<file path="src/rtl/dfst_pkg.sv">
// Shared types, constants and the control-store program of the DFS spanning-tree block.
// Used by every other file of the block but dfst_ram; depends on nothing.
package dfst_pkg;

    localparam int VERTICES_DEF    = 64;
    localparam int STACK_DEPTH_DEF = 4096;
    localparam int VW              = 6;       // vertex field width
    localparam int CNT_W           = 7;       // vertex_count width
    localparam logic [CNT_W-1:0] VCOUNT_RST = 7'd64;

    localparam logic [1:0] CMD_ADD_EDGE = 2'd0;
    localparam logic [1:0] CMD_RUN      = 2'd1;
    localparam logic [1:0] CMD_CLEAR    = 2'd2;

    typedef struct packed {
        logic [1:0]    command;
        logic [VW-1:0] from_vertex;
        logic [VW-1:0] to_vertex;
        logic          both_ways;
    } t_cmd;

    typedef struct packed {
        logic [VW-1:0] parent_vertex;
        logic          has_parent;
        logic [VW-1:0] child_vertex;
        logic          bad_start;
        logic          last;
    } t_res;

    // datapath operations, one per control word
    typedef enum logic [3:0] {
        OP_FETCH,
        OP_ADD_RD_F,
        OP_ADD_WR_F,
        OP_ADD_RD_T,
        OP_ADD_WR_T,
        OP_CLEAR,
        OP_TEST,
        OP_START,
        OP_POP,
        OP_CHECK,
        OP_RD_ROW,
        OP_LOAD_ROW,
        OP_PUSH,
        OP_FINISH,
        OP_BAD
    } t_op;

    typedef logic [3:0] t_pc;

    localparam t_pc PC_FETCH    = 4'd0;
    localparam t_pc PC_ADD_RD_F = 4'd1;
    localparam t_pc PC_ADD_WR_F = 4'd2;
    localparam t_pc PC_ADD_RD_T = 4'd3;
    localparam t_pc PC_ADD_WR_T = 4'd4;
    localparam t_pc PC_CLEAR    = 4'd5;
    localparam t_pc PC_TEST     = 4'd6;
    localparam t_pc PC_START    = 4'd7;
    localparam t_pc PC_POP      = 4'd8;
    localparam t_pc PC_CHECK    = 4'd9;
    localparam t_pc PC_RD_ROW   = 4'd10;
    localparam t_pc PC_LOAD_ROW = 4'd11;
    localparam t_pc PC_PUSH     = 4'd12;
    localparam t_pc PC_FINISH   = 4'd13;
    localparam t_pc PC_BAD      = 4'd14;

    typedef struct packed {
        t_op op;
        t_pc target;
    } t_uword;

    // datapath -> sequencer
    typedef struct packed {
        logic       hold;
        logic       jump;
        logic [1:0] command;
    } t_status;

    // control store: a taken jump goes to target, otherwise to the next step
    function automatic t_uword ucode(t_pc pc);
        t_uword w;
        case (pc)
            PC_FETCH:    w = '{op: OP_FETCH,    target: PC_FETCH};
            PC_ADD_RD_F: w = '{op: OP_ADD_RD_F, target: PC_FETCH};
            PC_ADD_WR_F: w = '{op: OP_ADD_WR_F, target: PC_FETCH};
            PC_ADD_RD_T: w = '{op: OP_ADD_RD_T, target: PC_FETCH};
            PC_ADD_WR_T: w = '{op: OP_ADD_WR_T, target: PC_FETCH};
            PC_CLEAR:    w = '{op: OP_CLEAR,    target: PC_FETCH};
            PC_TEST:     w = '{op: OP_TEST,     target: PC_BAD};
            PC_START:    w = '{op: OP_START,    target: PC_RD_ROW};
            PC_POP:      w = '{op: OP_POP,      target: PC_FINISH};
            PC_CHECK:    w = '{op: OP_CHECK,    target: PC_POP};
            PC_RD_ROW:   w = '{op: OP_RD_ROW,   target: PC_FETCH};
            PC_LOAD_ROW: w = '{op: OP_LOAD_ROW, target: PC_FETCH};
            PC_PUSH:     w = '{op: OP_PUSH,     target: PC_POP};
            PC_FINISH:   w = '{op: OP_FINISH,   target: PC_FETCH};
            PC_BAD:      w = '{op: OP_BAD,      target: PC_FETCH};
            default:     w = '{op: OP_FETCH,    target: PC_FETCH};
        endcase
        return w;
    endfunction

    function automatic t_pc dispatch(logic [1:0] command);
        t_pc pc;
        case (command)
            CMD_ADD_EDGE: pc = PC_ADD_RD_F;
            CMD_RUN:      pc = PC_TEST;
            CMD_CLEAR:    pc = PC_CLEAR;
            default:      pc = PC_FETCH;
        endcase
        return pc;
    endfunction

endpackage

</file>
<file path="src/rtl/dfst_seq.sv">
// Microcode sequencer: step counter, control store lookup, dispatch and conditional jumps.
// Depends on dfst_pkg for the program and the control/status types.
module dfst_seq (
    input  logic             i_clk,
    input  logic             i_rst_n,
    input  dfst_pkg::t_status i_status,
    output dfst_pkg::t_op    o_op
);
    import dfst_pkg::*;

    t_pc    r_pc;
    t_pc    n_pc;
    t_uword uw;

    assign uw   = ucode(r_pc);
    assign o_op = uw.op;

    always_comb begin
        if (i_status.hold) begin
            n_pc = r_pc;
        end else if (uw.op == OP_FETCH) begin
            n_pc = dispatch(i_status.command);
        end else if (i_status.jump) begin
            n_pc = uw.target;
        end else begin
            n_pc = r_pc + 4'd1;
        end
    end

    always_ff @(posedge i_clk) begin
        if (!i_rst_n) begin
            r_pc <= PC_FETCH;
        end else begin
            r_pc <= n_pc;
        end
    end

    a_pc_in_program: assert property (@(posedge i_clk) disable iff (!i_rst_n)
        r_pc <= PC_BAD)
        else $error("step counter left the program");
endmodule

</file>
<file path="config.mk">
export PLATFORM = sky130hd
export DESIGN_NAME = dfst_seq
export DESIGN_NICKNAME = d
export VERILOG_FILES = /design/src/rtl/dfst_pkg.sv /design/src/rtl/dfst_seq.sv
export SDC_FILE = /design/constraint.sdc
export NUM_CORES = 1
export LEC_CHECK = 0
export BUFFER_PORTS_ARGS = -buffer_cell sky130_fd_sc_hd__clkbuf_2
export CAP_MARGIN = 40
export CORE_MARGIN = 2
export CORE_UTILIZATION = 41
export CTS_BUF_LIST = sky130_fd_sc_hd__clkbuf_4 sky130_fd_sc_hd__clkbuf_8 sky130_fd_sc_hd__clkbuf_16
export DETAILED_ROUTE_END_ITERATION = 7
export PLACE_DENSITY = 0.7
export SLEW_MARGIN = 20
export SYNTH_ARGS = -nofsm -noshare
export SYNTH_HDL_FRONTEND = slang
export SYNTH_SLANG_ARGS = --single-unit
</file>
<file path="constraint.sdc">
create_clock -name i_clk -period 1.95 [get_ports i_clk]
set_input_delay 0.39 -clock i_clk [delete_from_list [all_inputs] [get_ports i_clk]]
set_output_delay 0.39 -clock i_clk [all_outputs]
set_load 0.02 [all_outputs]
</file>
# == Word-level counts from Yosys, hierarchy flattened ==
# Memory sizes are Yosys's and may differ from the RTL's. A register that Yosys moved wholly into a read port is not among the register bits.
# Index checks and enable logic that the tools add are counted.
# classes
n_addsub,1
n_eq_ne,2
muxes,5
reduce_logical,2
# ops
op,n
two-way mux 4 bit,4
one-hot mux 3 bit (3 select lines),1
adder 4 x 1 -> 4 bit (second input constant),1
logical NOT 4 bit,1
equality test 2 x 1 -> 1 bit (second input constant),1
equality test 2 bit (second input constant),1
logical NOT 2 bit,1
# totals
ff_bits,4
rom_bits,128
out_inout_bits,4
wordCells,12
mem_count,1
# mem_list
memory,depth,word_bits,read_ports,rd_clocked_by_memory_dff,wr,line_no,text
(name not given),16,8,1,1,0,dfst_pkg.sv:82,case (pc)

# == Longest topological paths before layout ==
# Gate-level depths: netlist of the first run.
# logic_depth
depth_word,5
mapped_depth,8
depth_no_buf,7

# == Worst setup path after synthesis of the first run ==
# OpenSTA, ideal clock, no wires.
# synth_timing
path_type,register to register
start,"register, netlist name uw[5]"
end,"register, netlist name uw[3]"
setup_ns,0.115
t_arrival_ns,1.511
required_ns,1.835
slack_ns,0.323
stages_incl_launch_ff,7
cell_sequence,dfxtp_1 or4_4 nor3_2 o311a_1 buf_6 nand2_1 a31o_1
# synth_between
elab_chain_len,4
# synth_lines
item,line_no,text
logical NOT 4 bit,dfst_seq.sv:21,end else if (uw.op == OP_FETCH) begin
two-way mux 4 bit,dfst_seq.sv:21,
two-way mux 4 bit (no source line) (2 in a row),-,
# Every way passes these cells.
# A chain may end at the register's enable or synchronous reset.

# == Final worst setup path of the first run ==
# layout_timing
start,"register, netlist name uw[5]"
end,"register, netlist name uw[3]"
# layout_between
elab_chain_len,4
# layout_lines
item,line_no
logical NOT 4 bit,dfst_seq.sv:21
two-way mux 4 bit,dfst_seq.sv:21
two-way mux 4 bit (no source line) (2 in a row),-
# Every way passes these cells.

==> impl_metrics.yaml, run 1 <==
run_status:
  status: "completed"
routing:
  wl_met3_um: 20
  wl_met2_um: 613
  viasPerCell: 5.250
  routed_wl_um: 1204
  drt_iter0_markers: 11
  via_count: 525
  maxUsedRoutingLayer: "met4"
  drc: 0
  drtPass1Iterations: 4
  wire_per_inst_um: 12.04
  m1WireLength_um: 543
  antenna_left: 0
yosys:
  yosysMostFrequentCell: "dfxtp_1"
  yosysSeqAreaShare_pct: 36.23
  synth_top_area_share_pct: 36.23
  netlist_top_cells_area: "dfxtp_1, ha_1, buf_4, nand2_1, inv_1"
  syn_avg_cell_area_um2: 8.842
  yosys_warnings: 0
  yosys_register_bits: 12
  synthCells: 75
  ys_top_cells_by_count: "dfxtp_1, nand2_1, inv_1"
  synth-edff-count: 0
  netlist_area_um2: 663.1
  synth-async-reset-ratio_pct: 0
  synth_fp_nets: 86
  synth_largest_area_cell: "dfxtp_1"
  synthDistinctLibCells: 36
  synthFlopType: "dfxtp_1"
layout:
  final-seq-area_um2: 240.2
  drive_gt1_share_pct: 25.00
  diodes: 0
  multiInputGateArea_um2: 355.3
  syn2layout_area_growth_pct: 10.75
  nFillCells: 155
  finalNetCount: 96
global_route:
  antenna_found_initial: 0
  grt-ovfl-total: 0
  grt_pass1_vias: 515
  grtUsageTotal_pct: 15.06
  grt_pass1_wl_um: 2083
  grt_max_degree: 12
floorplanning:
  start_util_pct: 44.02
  dieHeight_um: 44.22
  die_w_um: 44.22
  pin_count: 10
  die_area_mm2: 0.001955
  row_count: 14
  core-area_mm2: 0.001506
clock_tree:
  cts_hold_buf: 0
  clkLatencyLatePin_ns: 0.26
  htree_levels: 1
  ctsResizeCount: 0
  clkSinkCount: 12
  cts.path.max_buffers: 2
  tritoncts: "built"
  clkTransAtPathRegs_ns: 0.07
  numCtsBuffers: 3
  clockRootBuffer: "clkbuf_4"
  cts_setup_buffers: 0
timing:
  fmax_mhz: 563.3
  slew_viol_final: 0
  fin_skew_ns: 0.0003102
  finalHoldViolations: 0
  fin_setup_tns_ns: 0
  maxSlewHeadroom_pct: 76.09
  period_needed_ns: 1.775
  tightest_slew_ns: 0.3553
  setup_viol: 0
  rsz0062_at_grt: "no"
  layout_setup_ws_ns: 0.1747
  timing.final.crit_share_pct: 91.04
hold_path:
  hp-class: "in -> reg"
  holdCritStartpoint: "i_rst_n"
placed_design:
  io_buffers: 9
  hpwl_um: 988
  pre_cts_ws_ns: 0.1807
  gp_congestion: 0.8084
worst_setup_path:
  r2r-start: "uw[5]"
  crit_required_ns: 2.11
  start_kind: "register"
  cp-end-kind: "register"
  path_max_fanout: 8
  critPathLaunch: "uw[5]"
  worstSetupPathType: "reg -> reg"
  cp_data_arrival_time_ns: 1.94
pwr:
  peakVddDrop_mv: 0.3952
  power_density_mw_per_mm2: 762.9
  p_leak_nw: 0.3493
run:
  drv_cap: 0
-- cell families after synthesis --
| logic type | Yosys count | share of synthesized area, % |
|---|---|---|
| simple gates | 26 | 21.32 |
| flops | 12 | 36.23 |
| fa+ha+maj | 5 | 9.434 |
| compound gates | 17 | 18.31 |
| mux | 2 | 3.207 |
| xor+xnor | 1 | 1.321 |
| buf+inv | 12 | 10.19 |
-- state kept, by name (all words and copies together), names as in the netlist --
register	flops
r_pc	4
uw	8
-- metal layers --
metal  vias to the layer above  GRT usage, %
met5                         -             0
met4                         0         12.73
met3                         2         1.224
met2                        12         25.88
met1                       233         16.62
li1                        278             -
-- report_power, final --
| group | switching [mW] | internal [mW] | leakage [nW] |
|---|---|---|---|
| registers | 0.00968 | 0.258 | 0.0979 |
| clock network | 0.0754 | 0.113 | 0.0210 |
| logic | 0.0582 | 0.0460 | 0.230 |
| total | 0.143 | 0.417 | 0.349 |
-- through the flow --
step           area [um^2]  power, mW  hold WS (ns)  util, %  cells
2_1_floorplan        663.1     0.3520        0.5008        -     75
3_3_place_gp         698.2     0.3748        0.6540    46.35     96
3_5_place_dp         698.2     0.3781        0.6571    46.35     96
4_1_cts              734.5     0.5693        0.4101    48.75    100
5_1_grt              734.5     0.5955        0.4339    48.75    100
6_report             734.5     0.5603        0.4308    48.75    100
-- cell type report --
type / instances / area share (%)
Tap cell: 16 / 2.726
Clock buffer: 4 / 4.940
Sequential cell: 12 / 32.71
Timing Repair Buffer: 11 / 8.177
Multi-Input combinational cell: 51 / 48.38
Inverter: 6 / 3.066
-- worst max-delay path: stages (launching register included) --
cell and delay (ns):
dfxtp_1 0.33, or4_4 0.57, nor3_2 0.17, o311a_1 0.31, nand2_1 0.09, a31o_1 0.20
-- cell usage in the layout (no fill, tap or decap), drive strengths merged, types with 2 or more instances in the layout --
cell type,synthesis,layout
dfxtp,12,12
nand2b,2,2
ha,5,5
inv,6,6
clkbuf,1,13
nand3,2,2
a21oi,5,5
nor2b,2,2
buf,5,2
nand2,8,8
o21a,2,2
nor2,4,4
-- worst paths after layout --
| path | to | slack [ns] | cells after the start |
|---|---|---|---|
| worst max-delay path | uw[3] | 0.17 | 5 |
| worst min-delay path | r_pc[2] | 0.43 | 3 |
| worst min register to register | uw[5] | 0.67 | 3 |
| worst max register to register | uw[3] | 0.17 | 5 |
Power figures use the tool's default switching activity.
==> inputs of run 2 (changes only) <==
--- a/config.mk
+++ b/config.mk
@@ -8,8 +8,8 @@
 export BUFFER_PORTS_ARGS = -buffer_cell sky130_fd_sc_hd__clkbuf_2
-export CAP_MARGIN = 40
-export CORE_MARGIN = 2
-export CORE_UTILIZATION = 41
+export CAP_MARGIN = 20
+export CORE_AREA = 2 2 39 41
 export CTS_BUF_LIST = sky130_fd_sc_hd__clkbuf_4 sky130_fd_sc_hd__clkbuf_8 sky130_fd_sc_hd__clkbuf_16
 export DETAILED_ROUTE_END_ITERATION = 7
-export PLACE_DENSITY = 0.7
+export DIE_AREA = 0 0 41 43
+export PLACE_DENSITY = 0.8
 export SLEW_MARGIN = 20
==> constraint.sdc (replaced) <==
create_clock -name i_clk -period 1.95 [get_ports i_clk]
set_input_delay 0.2925 -clock i_clk [delete_from_list [all_inputs] [get_ports i_clk]]
set_output_delay 0.2925 -clock i_clk [all_outputs]
set_load 0.02 [all_outputs]
==> impl_metrics.yaml, run 2 (synthesis gave the netlist of run 1 again) <==
run_status:
  status: "completed"
floorplanning:
  pin_count: 10
  die_area_mm2: 0.001763
  start_util_pct: 47.92
  row_count: 14
  core-area_mm2: 0.001384
  dieHeight_um: 43
  die_w_um: 41
timing:
  timing.final.crit_share_pct: 93.07
  period_needed_ns: 1.815
  fin_skew_ns: 0.009012
  tightest_slew_ns: 0.3806
  hold_slack_ns: 0.3120
  layout_setup_ws_ns: 0.1350
  rsz0062_at_grt: "no"
  slew_viol_final: 0
  maxSlewHeadroom_pct: 74.39
  fmax_mhz: 551.0
  fin_setup_tns_ns: 0
  setup_viol: 0
  finalHoldViolations: 0
pwr:
  combPwrFrac_pct: 18.5
  power_switching_uw: 148.5
  power_density_mw_per_mm2: 776.4
  p_leak_nw: 0.3445
  peakVddDrop_mv: 0.5012
  sw_frac_of_total_pct: 26.31
  power.internal_uw: 415.9
  p_seq_share_pct: 47.4
  p_clk_share_pct: 34.1
routing:
  wire_per_inst_um: 12.74
  drt_iter0_markers: 10
  drc: 0
  via_count: 559
  routed_wl_um: 1261
  viasPerCell: 5.646
  antenna_left: 0
  drtPass1Iterations: 4
run:
  drv_cap: 0
global_route:
  grt_pass1_wl_um: 1945
  grtUsageTotal_pct: 16.40
  grt_pass1_vias: 483
  antenna_found_initial: 0
  grt-ovfl-total: 0
  grt_max_degree: 13
placed_design:
  hpwl_um: 998.7
  pre_cts_ws_ns: 0.1892
  gp_congestion: 0.8729
  io_buffers: 9
layout:
  drive_gt1_share_pct: 24.10
  mostFrequentLayoutCell: "dfxtp_1"
  syn2layout_area_growth_pct: 9.623
  diodes: 0
  nFillCells: 135
  final_cell_mix: "dfxtp_1, clkbuf_2, nand2_1"
  finalNetCount: 95
  fin_util_pct: 52.53
  largest_reg_flops: 8
clock_tree:
  htree_levels: 1
  clkTransAtPathRegs_ns: 0.08
  numCtsBuffers: 3
  clockRootBuffer: "clkbuf_4"
  cts_setup_buffers: 0
  cts_hold_buf: 0
  cts.path.max_buffers: 2
  ctsResizeCount: 0
  clkLatencyLatePin_ns: 0.27
  clkSinkCount: 12
  tritoncts: "built"
worst_setup_path:
  path_max_fanout: 8
  cp_data_arrival_time_ns: 1.97
  r2r_setup_slack_ns: 0.14
  crit_end: "uw[3]"
  r2r-start: "uw[5]"
  crit_required_ns: 2.11
  regToRegEndpoint: "uw[3]"
  rr_worst_depth: 5
  worstSetupPathType: "reg -> reg"
  critPathLaunch: "uw[5]"
  cp-end-kind: "register"
  start_kind: "register"
hold_path:
  holdCritStartpoint: "i_rst_n"
  hp-class: "in -> reg"
[run 2: routing by layer]
layer  global-route usage (%)  up-vias  part of all wire [%]
met1                    20.13      261                    41
met3                    1.571        5                   4.4
met4                    10.00        0                   2.4
met2                    25.94       18                    52
li1                         -      275                     -
met5                        0        -                     0
[run 2: layout make-up]
class / count / area, um^2 / share of cell area (%)
well taps: 16 / 20.02 / 2.754
clock buffers: 4 / 36.28 / 4.991
multi-input cells: 51 / 355.3 / 48.88
repair buffers: 10 / 52.55 / 7.229
inverters: 6 / 22.52 / 3.098
flip-flops and latches: 12 / 240.2 / 33.05
[run 2: worst min-delay path by stage]
stage | depth (start not counted) | slack [ns] | to
6_report | 3 | 0.31 | r_pc[2]
5_1_grt | 3 | 0.35 | r_pc[2]
4_1_cts | 3 | 0.31 | r_pc[2]
3_5_place_dp | 3 | 0.58 | r_pc[2]
3_3_place_gp | 3 | 0.59 | r_pc[2]
2_1_floorplan | 2 | 0.40 | r_pc[2]
[run 2: power groups by stage]
stage,sequential (mW),clock [mW],combinational [mW]
finish,0.267,0.193,0.104
global route,0.269,0.202,0.115
CTS,0.267,0.193,0.105
floorplan,0.270,0,0.0816
global placement,0.272,0,0.100
detailed placement,0.273,0,0.103
[run 2: through the flow]
stage	power (mW)	instance area (um^2)	std cells
final	0.5644	726.9	99
after detailed placement	0.3765	690.7	95
after CTS	0.5649	726.9	99
after global placement	0.3728	690.7	95
after global routing	0.5860	726.9	99
after floorplan	0.3520	663.1	75
[run 2: worst max-delay path: stages (launching register included)]
cell and delay, ns:
dfxtp_1 0.33, or4_4 0.56, nor3_2 0.18, o311a_1 0.32
nand2_1 0.09, a31o_1 0.22
==> inputs of run 3 (changes only) <==
ABC_AREA = 1   (was not set)
CORE_AREA = not set   (was 2 2 39 41)
CORE_MARGIN = 2   (was not set)
CORE_UTILIZATION = 31   (was not set)
DIE_AREA = not set   (was 0 0 41 43)
PLACE_DENSITY = 0.57   (was 0.8)
==> impl_metrics.yaml, run 3 <==
run_status:
  status: "completed"
worst_setup_path:
  slowest_stage: "dfxtp_1"
  r2r_setup_slack_ns: 0.53
  start_kind: "register"
  worstSetupPathType: "reg -> reg"
  rr_worst_depth: 12
  cp_data_arrival_time_ns: 1.63
  regToRegEndpoint: "uw[2]"
  cp_cell_sequence: "ha_1 -> inv_1 -> nand2_1 -> nand2_1 -> nand2_1 -> nand2_2 -> nand2_1 -> nand2_2 -> nand2_1 -> inv_1 -> nand3_2 -> nand2_1"
  r2r-start: "r_pc[0]"
  crit_top_cell: "nand2_1"
  critPathMaxStageDelay_ns: 0.42
  cp-end-kind: "register"
  crit_required_ns: 2.16
  path_max_fanout: 5
  critPathLaunch: "r_pc[0]"
yosys:
  netlist_area_um2: 770.7
  synth_largest_area_cell: "dfxtp_1"
  synth-async-reset-ratio_pct: 0
  synthFlopType: "dfxtp_1"
  yosysMostFrequentCell: "nand2_1"
  synth_top_area_share_pct: 31.17
  synthCells: 109
  syn_avg_cell_area_um2: 7.071
  ys_top_cells_by_count: "nand2_1, inv_1, dfxtp_1"
  synthDistinctLibCells: 21
  netlist_top_cells_area: "dfxtp_1, nand2_1, inv_1, ha_1, nand3_1"
  synth_fp_nets: 120
  yosys_warnings: 0
  synth-edff-count: 0
  yosys_register_bits: 12
  yosysSeqAreaShare_pct: 31.17
routing:
  antenna_left: 0
  drc: 0
  drtPass1Iterations: 4
  via_count: 627
  wire_per_inst_um: 9.299
  routed_wl_um: 1367
  drt_iter0_markers: 10
  viasPerCell: 4.265
pwr:
  p_leak_nw: 0.4692
  power_density_mw_per_mm2: 725.1
  peakVddDrop_mv: 0.4235
clock_tree:
  clkSinkCount: 12
  ctsResizeCount: 0
  cts_setup_buffers: 0
  cts_hold_buf: 0
  clkTransAtPathRegs_ns: 0.07
  clockRootBuffer: "clkbuf_4"
  tritoncts: "built"
  htree_levels: 1
  clkLatencyLatePin_ns: 0.27
  numCtsBuffers: 3
  cts.path.max_buffers: 2
layout:
  drive_gt1_share_pct: 24.79
  finalNetCount: 130
  diodes: 0
  final_cell_mix: "nand2_1, inv_1, dfxtp_1"
  largest_reg_flops: 8
  mostFrequentLayoutCell: "nand2_1"
  nFillCells: 250
  syn2layout_area_growth_pct: 9.740
timing:
  fmax_mhz: 706.5
  fin_setup_tns_ns: 0
  hold_slack_ns: 0.3473
  layout_setup_ws_ns: 0.5346
  fin_skew_ns: 0.001790
  period_needed_ns: 1.415
  rsz0062_at_grt: "no"
  setup_viol: 0
  finalHoldViolations: 0
  timing.final.crit_share_pct: 72.58
  maxSlewHeadroom_pct: 87.24
  tightest_slew_ns: 0.1912
  slew_viol_final: 0
placed_design:
  gp_congestion: 0.7974
  io_buffers: 9
  pre_cts_ws_ns: 0.4791
  hpwl_um: 1142
floorplanning:
  start_util_pct: 31.98
  die_area_mm2: 0.002901
  core-area_mm2: 0.002410
  row_count: 18
  dieHeight_um: 53.86
  pin_count: 10
  die_w_um: 53.86
global_route:
  grt_pass1_vias: 606
  grtUsageTotal_pct: 12.06
  antenna_found_initial: 0
  grt_pass1_wl_um: 2504
  grt-ovfl-total: 0
  grt_max_degree: 9
hold_path:
  hp-class: "in -> reg"
  whs_path_depth: 3
  hold_end: "r_pc[3]"
  holdCritStartpoint: "i_rst_n"
run:
  drv_cap: 0
-- run 3: cell count changes in the layout (fill, tap and decap cells not counted), sizes merged, moves of 2 or more --
cell / previous run / this run
inv: 6 / 23
nor2: 4 / 7
nand2: 8 / 37
o21a: 2 / 0
nor2b: 2 / 0
nand3b: 0 / 2
a21oi: 5 / 3
nand3: 2 / 9
nand2b: 2 / 0
-- run 3: worst max-delay path by stage --
| stage | end | slack, ns | depth (start not counted) |
|---|---|---|---|
| finish | uw[2] | 0.53 | 12 |
| global route | uw[2] | 0.32 | 12 |
| CTS | uw[2] | 0.52 | 12 |
| detailed placement | uw[2] | 0.48 | 11 |
| global placement | uw[2] | 0.51 | 11 |
| floorplan | uw[6] | 0.70 | 10 |
-- run 3: worst max-delay path, delay by kind of cell (launching register included) --
family | cells | cell delay, ns
AND/OR/NAND/NOR | 9 | 0.58
flip-flops | 1 | 0.42
adder cells (fa/ha/maj) | 1 | 0.26
buffers and inverters | 2 | 0.11
-- run 3: cells by family (layout without fill, tap and decap cells) --
| kind of cell | count (synthesis) | after routing | share of synthesized area [%] |
|---|---|---|---|
| buffers and inverters | 28 | 36 | 16.56 |
| DFF | 12 | 12 | 31.17 |
| adders and majority gates | 5 | 5 | 8.117 |
| AOI/OAI and AO/OA | 7 | 7 | 9.093 |
| and+or+nand+nor | 57 | 57 | 35.06 |
-- run 3: metrics by stage --
step                      power (mW)  cells  cell area (um^2)  utilization [%]
after global placement        0.4723    144             823.3            34.16
after floorplan               0.4405    109             770.7                -
after global routing          0.6636    147             845.8            35.10
after detailed placement      0.4755    144             823.3            34.16
final                         0.6133    147             845.8            35.10
after CTS                     0.6160    147             845.8            35.10
-- run 3: where the power goes --
part	leakage, nW	internal [mW]	switching, mW
sequential	0.0985	0.268	0.0200
clock	0.0138	0.0715	0.0735
combinational	0.357	0.0641	0.116
-- run 3: routing by layer --
layer	part of all wire [%]	wire (um)	global-route usage, %	up-vias
met1	48	661	15.93	272
met5	0	0	0	-
met4	2.0	28	6.410	0
li1	-	-	-	340
met2	47	637	18.90	10
met3	2.9	40	1.667	5
-- run 3: final cells by class --
| class | count | area (um^2) | share of cell area, % |
|---|---|---|---|
| Sequential cell | 12 | 240.2 | 28.40 |
| Inverter | 24 | 97.59 | 11.54 |
| Timing Repair Buffer | 9 | 45.04 | 5.325 |
| Clock buffer | 3 | 22.52 | 2.663 |
| Multi-Input combinational cell | 69 | 402.9 | 47.63 |
| Tap cell | 30 | 37.54 | 4.438 |
